**config.mk**
```make
export PLATFORM = sky130hd
export DESIGN_NAME = max_plus_patch_reduce_flat
export DESIGN_NICKNAME = d
export VERILOG_FILES = /design/src/rtl/mpr_pkg.sv /design/src/rtl/mpr_ifs.sv /design/src/rtl/mpr_front.sv /design/src/rtl/mpr_queue.sv /design/src/rtl/mpr_back.sv /design/src/rtl/max_plus_patch_reduce.sv /design/src/flat_wrapper.sv
export SDC_FILE = /design/constraint.sdc
export NUM_CORES = 1
export LEC_CHECK = 0
export ABC_AREA = 1
export BUFFER_PORTS_ARGS = -buffer_cell sky130_fd_sc_hd__clkbuf_2
export CORE_AREA = 2 2 151 153
export CTS_BUF_LIST = sky130_fd_sc_hd__clkbuf_8
export DETAILED_ROUTE_END_ITERATION = 8
export DIE_AREA = 0 0 153 155
export HOLD_SLACK_MARGIN = 0.02
export PLACE_DENSITY = 0.7
export RECOVER_POWER = 50
export SLEW_MARGIN = 10
export SYNTH_ARGS = -nofsm -noshare
export SYNTH_HDL_FRONTEND = slang
export SYNTH_SLANG_ARGS = --single-unit
```
**constraint.sdc**
```tcl
create_clock -name clk -period 10.3 [get_ports clk]
set_clock_uncertainty 0.2 [all_clocks]
set_input_delay 1.03 -clock clk [delete_from_list [all_inputs] [get_ports clk]]
set_output_delay 1.03 -clock clk [all_outputs]
set_load 0.05 [all_outputs]
```
**src/rtl/mpr_pkg.sv**
```systemverilog
`timescale 1ns / 1ps
`default_nettype none

package mpr_pkg;

	localparam int SAMPLE_W     = 16;
	localparam int POS_W        = SAMPLE_W + 1;
	localparam int ARG_W        = 8;
	localparam int SUM_W        = 23;
	localparam int MAX_CHANNELS = 256;

	// one classified request on its way from the front to the back
	typedef struct packed {
		logic signed [POS_W-1:0] pair_sum;
		logic                    in_bounds;
		logic                    last_channel;
		logic                    last_position;
	} mpr_entry_t;

endpackage

`default_nettype wire

```
**src/rtl/mpr_ifs.sv**
```systemverilog
`timescale 1ns / 1ps
`default_nettype none

interface mpr_item_if import mpr_pkg::*; ();
	logic                       valid;
	logic                       ready;
	logic signed [SAMPLE_W-1:0] input_value;
	logic signed [SAMPLE_W-1:0] weight_value;
	logic                       in_bounds;
	logic                       last_channel;
	logic                       last_position;

	modport source (
		output valid, input_value, weight_value, in_bounds, last_channel, last_position,
		input  ready
	);
	modport sink (
		input  valid, input_value, weight_value, in_bounds, last_channel, last_position,
		output ready
	);
endinterface

interface mpr_result_if import mpr_pkg::*; ();
	logic                    valid;
	logic                    ready;
	logic signed [POS_W-1:0] position_max;
	logic        [ARG_W-1:0] argmax_channel;
	logic signed [SUM_W-1:0] patch_sum;
	logic                    patch_done;

	modport source (
		output valid, position_max, argmax_channel, patch_sum, patch_done,
		input  ready
	);
	modport sink (
		input  valid, position_max, argmax_channel, patch_sum, patch_done,
		output ready
	);
endinterface

`default_nettype wire

```
**src/rtl/mpr_front.sv**
```systemverilog
`timescale 1ns / 1ps
`default_nettype none

module mpr_front import mpr_pkg::*; (
	input  wire logic   clk,
	input  wire logic   arst_n,
	mpr_item_if.sink    items,
	output mpr_entry_t  push_data,
	output logic        push_valid,
	input  wire logic   push_ready
);

	logic       valid_s1;
	mpr_entry_t entry_s1;
	mpr_entry_t entry_d;

	always_comb begin
		entry_d.pair_sum      = $signed({items.input_value[SAMPLE_W-1], items.input_value})
		                      + $signed({items.weight_value[SAMPLE_W-1], items.weight_value});
		entry_d.in_bounds     = items.in_bounds;
		entry_d.last_channel  = items.last_channel;
		entry_d.last_position = items.last_position;
	end

	assign items.ready = !valid_s1 || push_ready;
	assign push_valid  = valid_s1;
	assign push_data   = entry_s1;

	always_ff @(posedge clk or negedge arst_n) begin
		if (!arst_n) begin
			valid_s1 <= 1'b0;
		end else if (items.ready) begin
			valid_s1 <= items.valid;
		end
	end

	always_ff @(posedge clk) begin
		if (items.ready && items.valid) begin
			entry_s1 <= entry_d;
		end
	end

endmodule

`default_nettype wire

```
**src/rtl/mpr_queue.sv**
```systemverilog
`timescale 1ns / 1ps
`default_nettype none

module mpr_queue import mpr_pkg::*; #(
	parameter int DEPTH = 2
) (
	input  wire logic        clk,
	input  wire logic        arst_n,
	input  wire logic        push_valid,
	output logic             push_ready,
	input  wire mpr_entry_t  push_data,
	output logic             pop_valid,
	input  wire logic        pop_ready,
	output mpr_entry_t       pop_data
);

	localparam int PTR_W = (DEPTH > 1) ? $clog2(DEPTH) : 1;
	localparam int CNT_W = $clog2(DEPTH + 1);

	mpr_entry_t             entries_q [DEPTH];
	logic       [PTR_W-1:0] wr_ptr_q;
	logic       [PTR_W-1:0] rd_ptr_q;
	logic       [CNT_W-1:0] count_q;
	logic                   push;
	logic                   pop;

	assign push_ready = (count_q != CNT_W'(DEPTH));
	assign pop_valid  = (count_q != '0);
	assign pop_data   = entries_q[rd_ptr_q];
	assign push       = push_valid && push_ready;
	assign pop        = pop_valid && pop_ready;

	always_ff @(posedge clk or negedge arst_n) begin
		if (!arst_n) begin
			wr_ptr_q <= '0;
			rd_ptr_q <= '0;
			count_q  <= '0;
		end else begin
			if (push) begin
				wr_ptr_q <= (wr_ptr_q == PTR_W'(DEPTH - 1)) ? '0 : wr_ptr_q + 1'b1;
			end
			if (pop) begin
				rd_ptr_q <= (rd_ptr_q == PTR_W'(DEPTH - 1)) ? '0 : rd_ptr_q + 1'b1;
			end
			if (push && !pop) begin
				count_q <= count_q + 1'b1;
			end else if (pop && !push) begin
				count_q <= count_q - 1'b1;
			end
		end
	end

	always_ff @(posedge clk) begin
		if (push) begin
			entries_q[wr_ptr_q] <= push_data;
		end
	end

`ifndef ASSERT_OFF
	a_count_bound: assert property (@(posedge clk) disable iff (!arst_n)
		count_q <= CNT_W'(DEPTH))
		else $error("queue count above depth");
	a_empty_ptrs: assert property (@(posedge clk) disable iff (!arst_n)
		(count_q == '0) |-> (rd_ptr_q == wr_ptr_q))
		else $error("queue empty with pointers apart");
`endif

endmodule

`default_nettype wire

```
**src/rtl/mpr_back.sv**
```systemverilog
`timescale 1ns / 1ps
`default_nettype none

module mpr_back import mpr_pkg::*; (
	input  wire logic        clk,
	input  wire logic        arst_n,
	input  wire logic        head_valid,
	input  wire mpr_entry_t  head,
	output logic             head_pop,
	mpr_result_if.source     results
);

	localparam int CNT_W = ARG_W + 1;

	logic signed [POS_W-1:0] run_max_q;
	logic        [ARG_W-1:0] run_arg_q;
	logic        [ARG_W-1:0] chan_cnt_q;
	logic                    first_q;
	logic signed [SUM_W-1:0] sum_q;
	logic                    out_valid_q;

	logic                    emits;
	logic                    take;
	logic signed [POS_W-1:0] new_max;
	logic        [ARG_W-1:0] new_arg;
	logic        [CNT_W-1:0] cnt_inc;
	logic        [ARG_W-1:0] cnt_next;
	logic signed [POS_W-1:0] pmax;
	logic        [ARG_W-1:0] parg;
	logic signed [SUM_W:0]   sum_wide;
	logic signed [SUM_W-1:0] sum_sat;

	// padded requests always close their position
	assign emits    = !head.in_bounds || head.last_channel;
	assign head_pop = head_valid && (!emits || !out_valid_q || results.ready);

	always_comb begin
		take     = first_q || ($signed(head.pair_sum) > run_max_q);
		new_max  = take ? head.pair_sum : run_max_q;
		new_arg  = take ? chan_cnt_q : run_arg_q;
		cnt_inc  = {1'b0, chan_cnt_q} + 1'b1;
		cnt_next = (32'(cnt_inc) >= 32'(MAX_CHANNELS)) ? '0 : cnt_inc[ARG_W-1:0];
		pmax     = head.in_bounds ? new_max : '0;
		parg     = head.in_bounds ? new_arg : '0;
		sum_wide = $signed({sum_q[SUM_W-1], sum_q}) + (SUM_W + 1)'(pmax);
		// clamp at the signed limits of the sum
		if (sum_wide[SUM_W] != sum_wide[SUM_W-1]) begin
			sum_sat = sum_wide[SUM_W] ? {1'b1, {(SUM_W - 1){1'b0}}}
			                          : {1'b0, {(SUM_W - 1){1'b1}}};
		end else begin
			sum_sat = sum_wide[SUM_W-1:0];
		end
	end

	assign results.valid = out_valid_q;

	always_ff @(posedge clk or negedge arst_n) begin
		if (!arst_n) begin
			run_max_q   <= '0;
			run_arg_q   <= '0;
			chan_cnt_q  <= '0;
			first_q     <= 1'b1;
			sum_q       <= '0;
			out_valid_q <= 1'b0;
		end else begin
			if (head_pop && emits) begin
				out_valid_q <= 1'b1;
			end else if (results.ready) begin
				out_valid_q <= 1'b0;
			end
			if (head_pop) begin
				if (emits) begin
					run_max_q  <= '0;
					run_arg_q  <= '0;
					chan_cnt_q <= '0;
					first_q    <= 1'b1;
					sum_q      <= head.last_position ? '0 : sum_sat;
				end else begin
					run_max_q  <= new_max;
					run_arg_q  <= new_arg;
					chan_cnt_q <= cnt_next;
					first_q    <= 1'b0;
				end
			end
		end
	end

	always_ff @(posedge clk) begin
		if (head_pop && emits) begin
			results.position_max   <= pmax;
			results.argmax_channel <= parg;
			results.patch_sum      <= head.last_position ? sum_sat : '0;
			results.patch_done     <= head.last_position;
		end
	end

`ifndef ASSERT_OFF
	a_sum_only_done: assert property (@(posedge clk) disable iff (!arst_n)
		(out_valid_q && !results.patch_done) |-> (results.patch_sum == '0))
		else $error("patch sum shown on a position that does not end the patch");
	a_padded_zero: assert property (@(posedge clk) disable iff (!arst_n)
		(head_pop && !head.in_bounds) |=>
		(out_valid_q && results.position_max == '0 && results.argmax_channel == '0))
		else $error("padded position gave a nonzero result");
`endif

endmodule

`default_nettype wire

```
**src/rtl/max_plus_patch_reduce.sv**
```systemverilog
// path: front register, queue slot, then output register, for each closing request
// throughput: one request per cycle while results are taken; the running max,
//   counter and patch sum update per request; the front/back queue absorbs stalls
// reset: arst_n asynchronous, active low; clears running max, argmax, channel
//   counter, patch sum, queue pointers and valid flags; no clearing pass
`timescale 1ns / 1ps
`default_nettype none

module max_plus_patch_reduce import mpr_pkg::*; #(
	parameter int QUEUE_DEPTH = 2
) (
	input  wire logic     clk,
	input  wire logic     arst_n,
	mpr_item_if.sink      items,
	mpr_result_if.source  results
);

	mpr_entry_t push_data;
	logic       push_valid;
	logic       push_ready;
	mpr_entry_t head;
	logic       head_valid;
	logic       head_pop;

	mpr_front u_front (
		.clk        (clk),
		.arst_n     (arst_n),
		.items      (items),
		.push_data  (push_data),
		.push_valid (push_valid),
		.push_ready (push_ready)
	);

	mpr_queue #(
		.DEPTH (QUEUE_DEPTH)
	) u_queue (
		.clk        (clk),
		.arst_n     (arst_n),
		.push_valid (push_valid),
		.push_ready (push_ready),
		.push_data  (push_data),
		.pop_valid  (head_valid),
		.pop_ready  (head_pop),
		.pop_data   (head)
	);

	mpr_back u_back (
		.clk        (clk),
		.arst_n     (arst_n),
		.head_valid (head_valid),
		.head       (head),
		.head_pop   (head_pop),
		.results    (results)
	);

endmodule

`default_nettype wire

```
**src/flat_wrapper.sv**
```systemverilog
// flat-port wrapper written by rule: the top's interface ports become plain ports
module max_plus_patch_reduce_flat import mpr_pkg::*;
#(
	parameter int QUEUE_DEPTH = 2
)
  (clk, arst_n, items_valid, items_input_value, items_weight_value, items_in_bounds, items_last_channel, items_last_position, items_ready, results_valid, results_position_max, results_argmax_channel, results_patch_sum, results_patch_done, results_ready);
  mpr_item_if items_i ();
  mpr_result_if results_i ();
  input  wire logic clk;
  input  wire logic arst_n;
  input wire logic [$bits(items_i.valid)-1:0] items_valid;
  input wire logic [$bits(items_i.input_value)-1:0] items_input_value;
  input wire logic [$bits(items_i.weight_value)-1:0] items_weight_value;
  input wire logic [$bits(items_i.in_bounds)-1:0] items_in_bounds;
  input wire logic [$bits(items_i.last_channel)-1:0] items_last_channel;
  input wire logic [$bits(items_i.last_position)-1:0] items_last_position;
  output wire logic [$bits(items_i.ready)-1:0] items_ready;
  output wire logic [$bits(results_i.valid)-1:0] results_valid;
  output wire logic [$bits(results_i.position_max)-1:0] results_position_max;
  output wire logic [$bits(results_i.argmax_channel)-1:0] results_argmax_channel;
  output wire logic [$bits(results_i.patch_sum)-1:0] results_patch_sum;
  output wire logic [$bits(results_i.patch_done)-1:0] results_patch_done;
  input wire logic [$bits(results_i.ready)-1:0] results_ready;
  assign items_i.valid = items_valid;
  assign items_i.input_value = items_input_value;
  assign items_i.weight_value = items_weight_value;
  assign items_i.in_bounds = items_in_bounds;
  assign items_i.last_channel = items_last_channel;
  assign items_i.last_position = items_last_position;
  assign items_ready = items_i.ready;
  assign results_valid = results_i.valid;
  assign results_position_max = results_i.position_max;
  assign results_argmax_channel = results_i.argmax_channel;
  assign results_patch_sum = results_i.patch_sum;
  assign results_patch_done = results_i.patch_done;
  assign results_i.ready = results_ready;
  max_plus_patch_reduce #(.QUEUE_DEPTH(QUEUE_DEPTH)) u_core (.clk(clk), .arst_n(arst_n), .items(items_i), .results(results_i));
endmodule
```
==> flow_summary.yaml <==
layout:
  antenna_cells: 0
  final_common_cell: "nand2_1"
  fillers: 2133
  layout_common_cells: "nand2_1, inv_1, edfxtp_1"
  nets: 1295
  drive_gt1_frac: 0.1365
  multiInputGateArea_um2: 4334
  areaGrowthSynthToFinish_pct: 10.75
  seqCellArea_um2: 4851
clock_tree:
  clock_latency_ns: 0.46
  clk_pin_slew_ns: 0.09
  htreeDepth: 4
  post_cts_resized: 0
  cts_tree: "yes"
  cts-root-buf: "clkbuf_8"
  cts_setup_buffers: 0
  cts.sinks: 172
  cts_hold_buffers: 0
  cts_buffers: 17
  clk_path_buf_depth: 2
global_routing:
  grt_antenna_before_repair: 0
  grtUsageMet2: 0.3293
  grt_pass1_wl_um: 36430
  met3_usage: 0.03008
  grtUsageTotal: 0.1902
  top_usage_layer: "met2"
  grt_overflow: 0
  globalRouteMet1Util: 0.2480
  grt_max_degree: 64
  grt_pass1_vias: 7381
run_status:
  violations: "max-capacitance violations, max-slew violations"
  status: "complete, but fails checks"
yosys:
  synth_area_leaders: "edfxtp_1, dfrtp_1, nand2_1"
  syn_avg_cell_area_um2: 8.803
  seq_area_frac_synth: 0.4955
  ys_types: 46
  syn_inst: 1112
  yosysWarnings: 0
  synth_top_area_share: 0.3344
  synthesis.nets: 1211
  synth-seq-cells: 172
  synth_area_um2: 9789
  synth_top_area_cell: "edfxtp_1"
route:
  dr.pass1.iters: 4
  route.detailed.drc: 0
  vias: 7557
  wl_per_cell_um: 14.59
  antenna_left: 0
  vias_per_cell: 5.058
  wirelength_um: 21800
  drt-initial-drc-count: 308
critical_path:
  cp_max_fo: 44
  timing.reg2reg.setup_slack_ns: 3.02
  timing.rr.end: "u_core.u_back.results.patch_sum[16]"
  regToRegStartpoint: "u_core.u_queue.rd_ptr_q"
  slowest_delay_ns: 0.78
  worstPathCellList: "inv_2, or2_2, o21ai_0, inv_1, ha_1, a21oi_1, o21ai_0, a21oi_1, nand3_1, nand2_1, nand3_2, nand2_1, nand2_1, nor2_1, ha_1, a21oi_1, nand2_1, a21oi_1, nand3_2, nand2_2, nand4_4, a21oi_1"
  cp-endpoint: "u_core.u_back.results.patch_sum[16]"
  critical_path_arrival_ns: 7.34
  rr_worst_depth: 22
  slowest_stage: "dfrtp_1"
  critPathLaunchType: "flop"
  cp-startpoint: "u_core.u_queue.rd_ptr_q"
  cpMostUsedCell: "a21oi_1"
  critical_path_class: "reg -> reg"
  cp_num_cells: 22
  cp.required_ns: 10.36
  critical-path-top-delay-family: "simple AND/OR/NAND/NOR gates"
  cp_num_buf_inv: 2
  endpoint_kind: "flop"
worst_hold_path:
  hp-class: "reg -> reg"
  holdCritStartpoint: "u_core.u_front.push_data[13]"
timing:
  tightestPinTransition_ns: 3.595
  min_period_ns: 7.280
  slew_headroom: -1.397
  fmax_ghz: 0.1374
  setup_viol_count_final: 0
  finalHoldViolCount: 0
  drv_slew: 64
  totalNegativeSetupSlack_ns: 0
  timing.final.crit_share: 0.7068
  rsz0062_at_grt: "no"
floorplanning:
  fp.dieArea_um2: 23720
  core_um2: 22230
  io_pins: 90
  rows: 55
  start_util: 0.4404
  fp.dieH_um: 155
  die_w_um: 153
placement:
  globalplace.congestion: 0.9447
  io_buffer_count: 89
  dp.final_hpwl_um: 16140
run:
  maxCapViolCount: 1
through the flow:
stage                     area (um2)  std cells  setup slack, ns  hold WS, ns    util
final                          10840       1494            3.020       0.2464  0.4878
after CTS                      10880       1494            3.147       0.2489  0.4897
after global routing           10840       1494            2.343       0.2548  0.4878
after detailed placement       10480       1462            3.182       0.2308  0.4714
after floorplan                 9789       1112            5.644       0.2215       -
after global placement         10480       1462            3.291       0.2222  0.4714
how the worst min path moves through the flow:
stage / endpoint / slack, ns / cells after the start
floorplan: u_core.u_queue.entries_q[0][0] / 0.22 / 0
detailed placement: u_core.u_queue.entries_q[0][9] / 0.23 / 0
CTS: u_core.u_queue.entries_q[1][13] / 0.25 / 0
finish: u_core.u_queue.entries_q[1][13] / 0.25 / 0
global route: u_core.u_queue.entries_q[1][13] / 0.25 / 0
global placement: u_core.u_queue.entries_q[1][9] / 0.22 / 0
sequential cells by signal, indices dropped and copies added (netlist names), 2 cells and up:
name	flops
u_core.u_back.sum_q	23
u_core.u_back.chan_cnt_q	8
u_core.u_back.results.patch_sum	23
u_core.u_queue.count_q	2
u_core.u_front.push_data	20
u_core.u_back.run_arg_q	8
u_core.u_back.results.position_max	17
u_core.u_back.run_max_q	17
u_core.u_queue.entries_q	40
u_core.u_back.results.argmax_channel	8
worst register-to-register path, stage by stage (launching register included):
cell and delay, ns:
dfrtp_1 0.78, inv_2 0.27, or2_2 0.33, o21ai_0 0.14, inv_1 0.08, ha_1 0.30
a21oi_1 0.14, o21ai_0 0.09, a21oi_1 0.25, nand3_1 0.11, nand2_1 0.67, nand3_2 0.66
nand2_1 0.27, nand2_1 0.08, nor2_1 0.52, ha_1 0.43, a21oi_1 0.25, nand2_1 0.10
a21oi_1 0.25, nand3_2 0.12, nand2_2 0.10, nand4_4 0.50, a21oi_1 0.44
cell usage after synthesis (all sizes together):
cell    number
a211oi       1
a21boi       3
a21o         1
a21oi       78
a22o         1
a31oi        2
and2         3
buf         17
clkbuf      13
clkinv       1
dfrtp       62
dfstp        1
edfxtp     109
fa           2
ha          58
inv        118
mux2i        1
nand2      354
nand3       59
nand3b       1
nand4       40
nor2        79
nor3        14
nor3b        1
o21a         1
o21ai       39
o21bai       5
o22ai        1
o31ai        1
or2         17
xnor2       13
xor2        16
kinds of logic after synthesis:
| family | after synthesis | synth area share |
|---|---|---|
| compound gates | 133 | 0.07375 |
| xor+xnor | 29 | 0.02595 |
| fa+ha+maj | 60 | 0.07822 |
| buf+inv | 149 | 0.06173 |
| flops | 172 | 0.4955 |
| mux | 1 | 0.001023 |
| simple gates | 568 | 0.2638 |
cell type report:
class / count / area share
well taps: 285 / 0.03289
flip-flops and latches: 172 / 0.4474
clock inverters: 15 / 0.01581
inverters: 119 / 0.04120
multi-input cells: 791 / 0.3998
repair buffers: 95 / 0.04132
clock buffers: 17 / 0.02158
per-layer routing:
metal / vias to the layer above / share of wire
met1: 3496 / 0.46
li1: 3863 / -
met4: 0 / 0.017
met3: 25 / 0.042
met2: 173 / 0.48
met5: - / 0
Power is not shown: default switching activity piles up to over one toggle a cycle in this logic, so the estimate is an artifact.
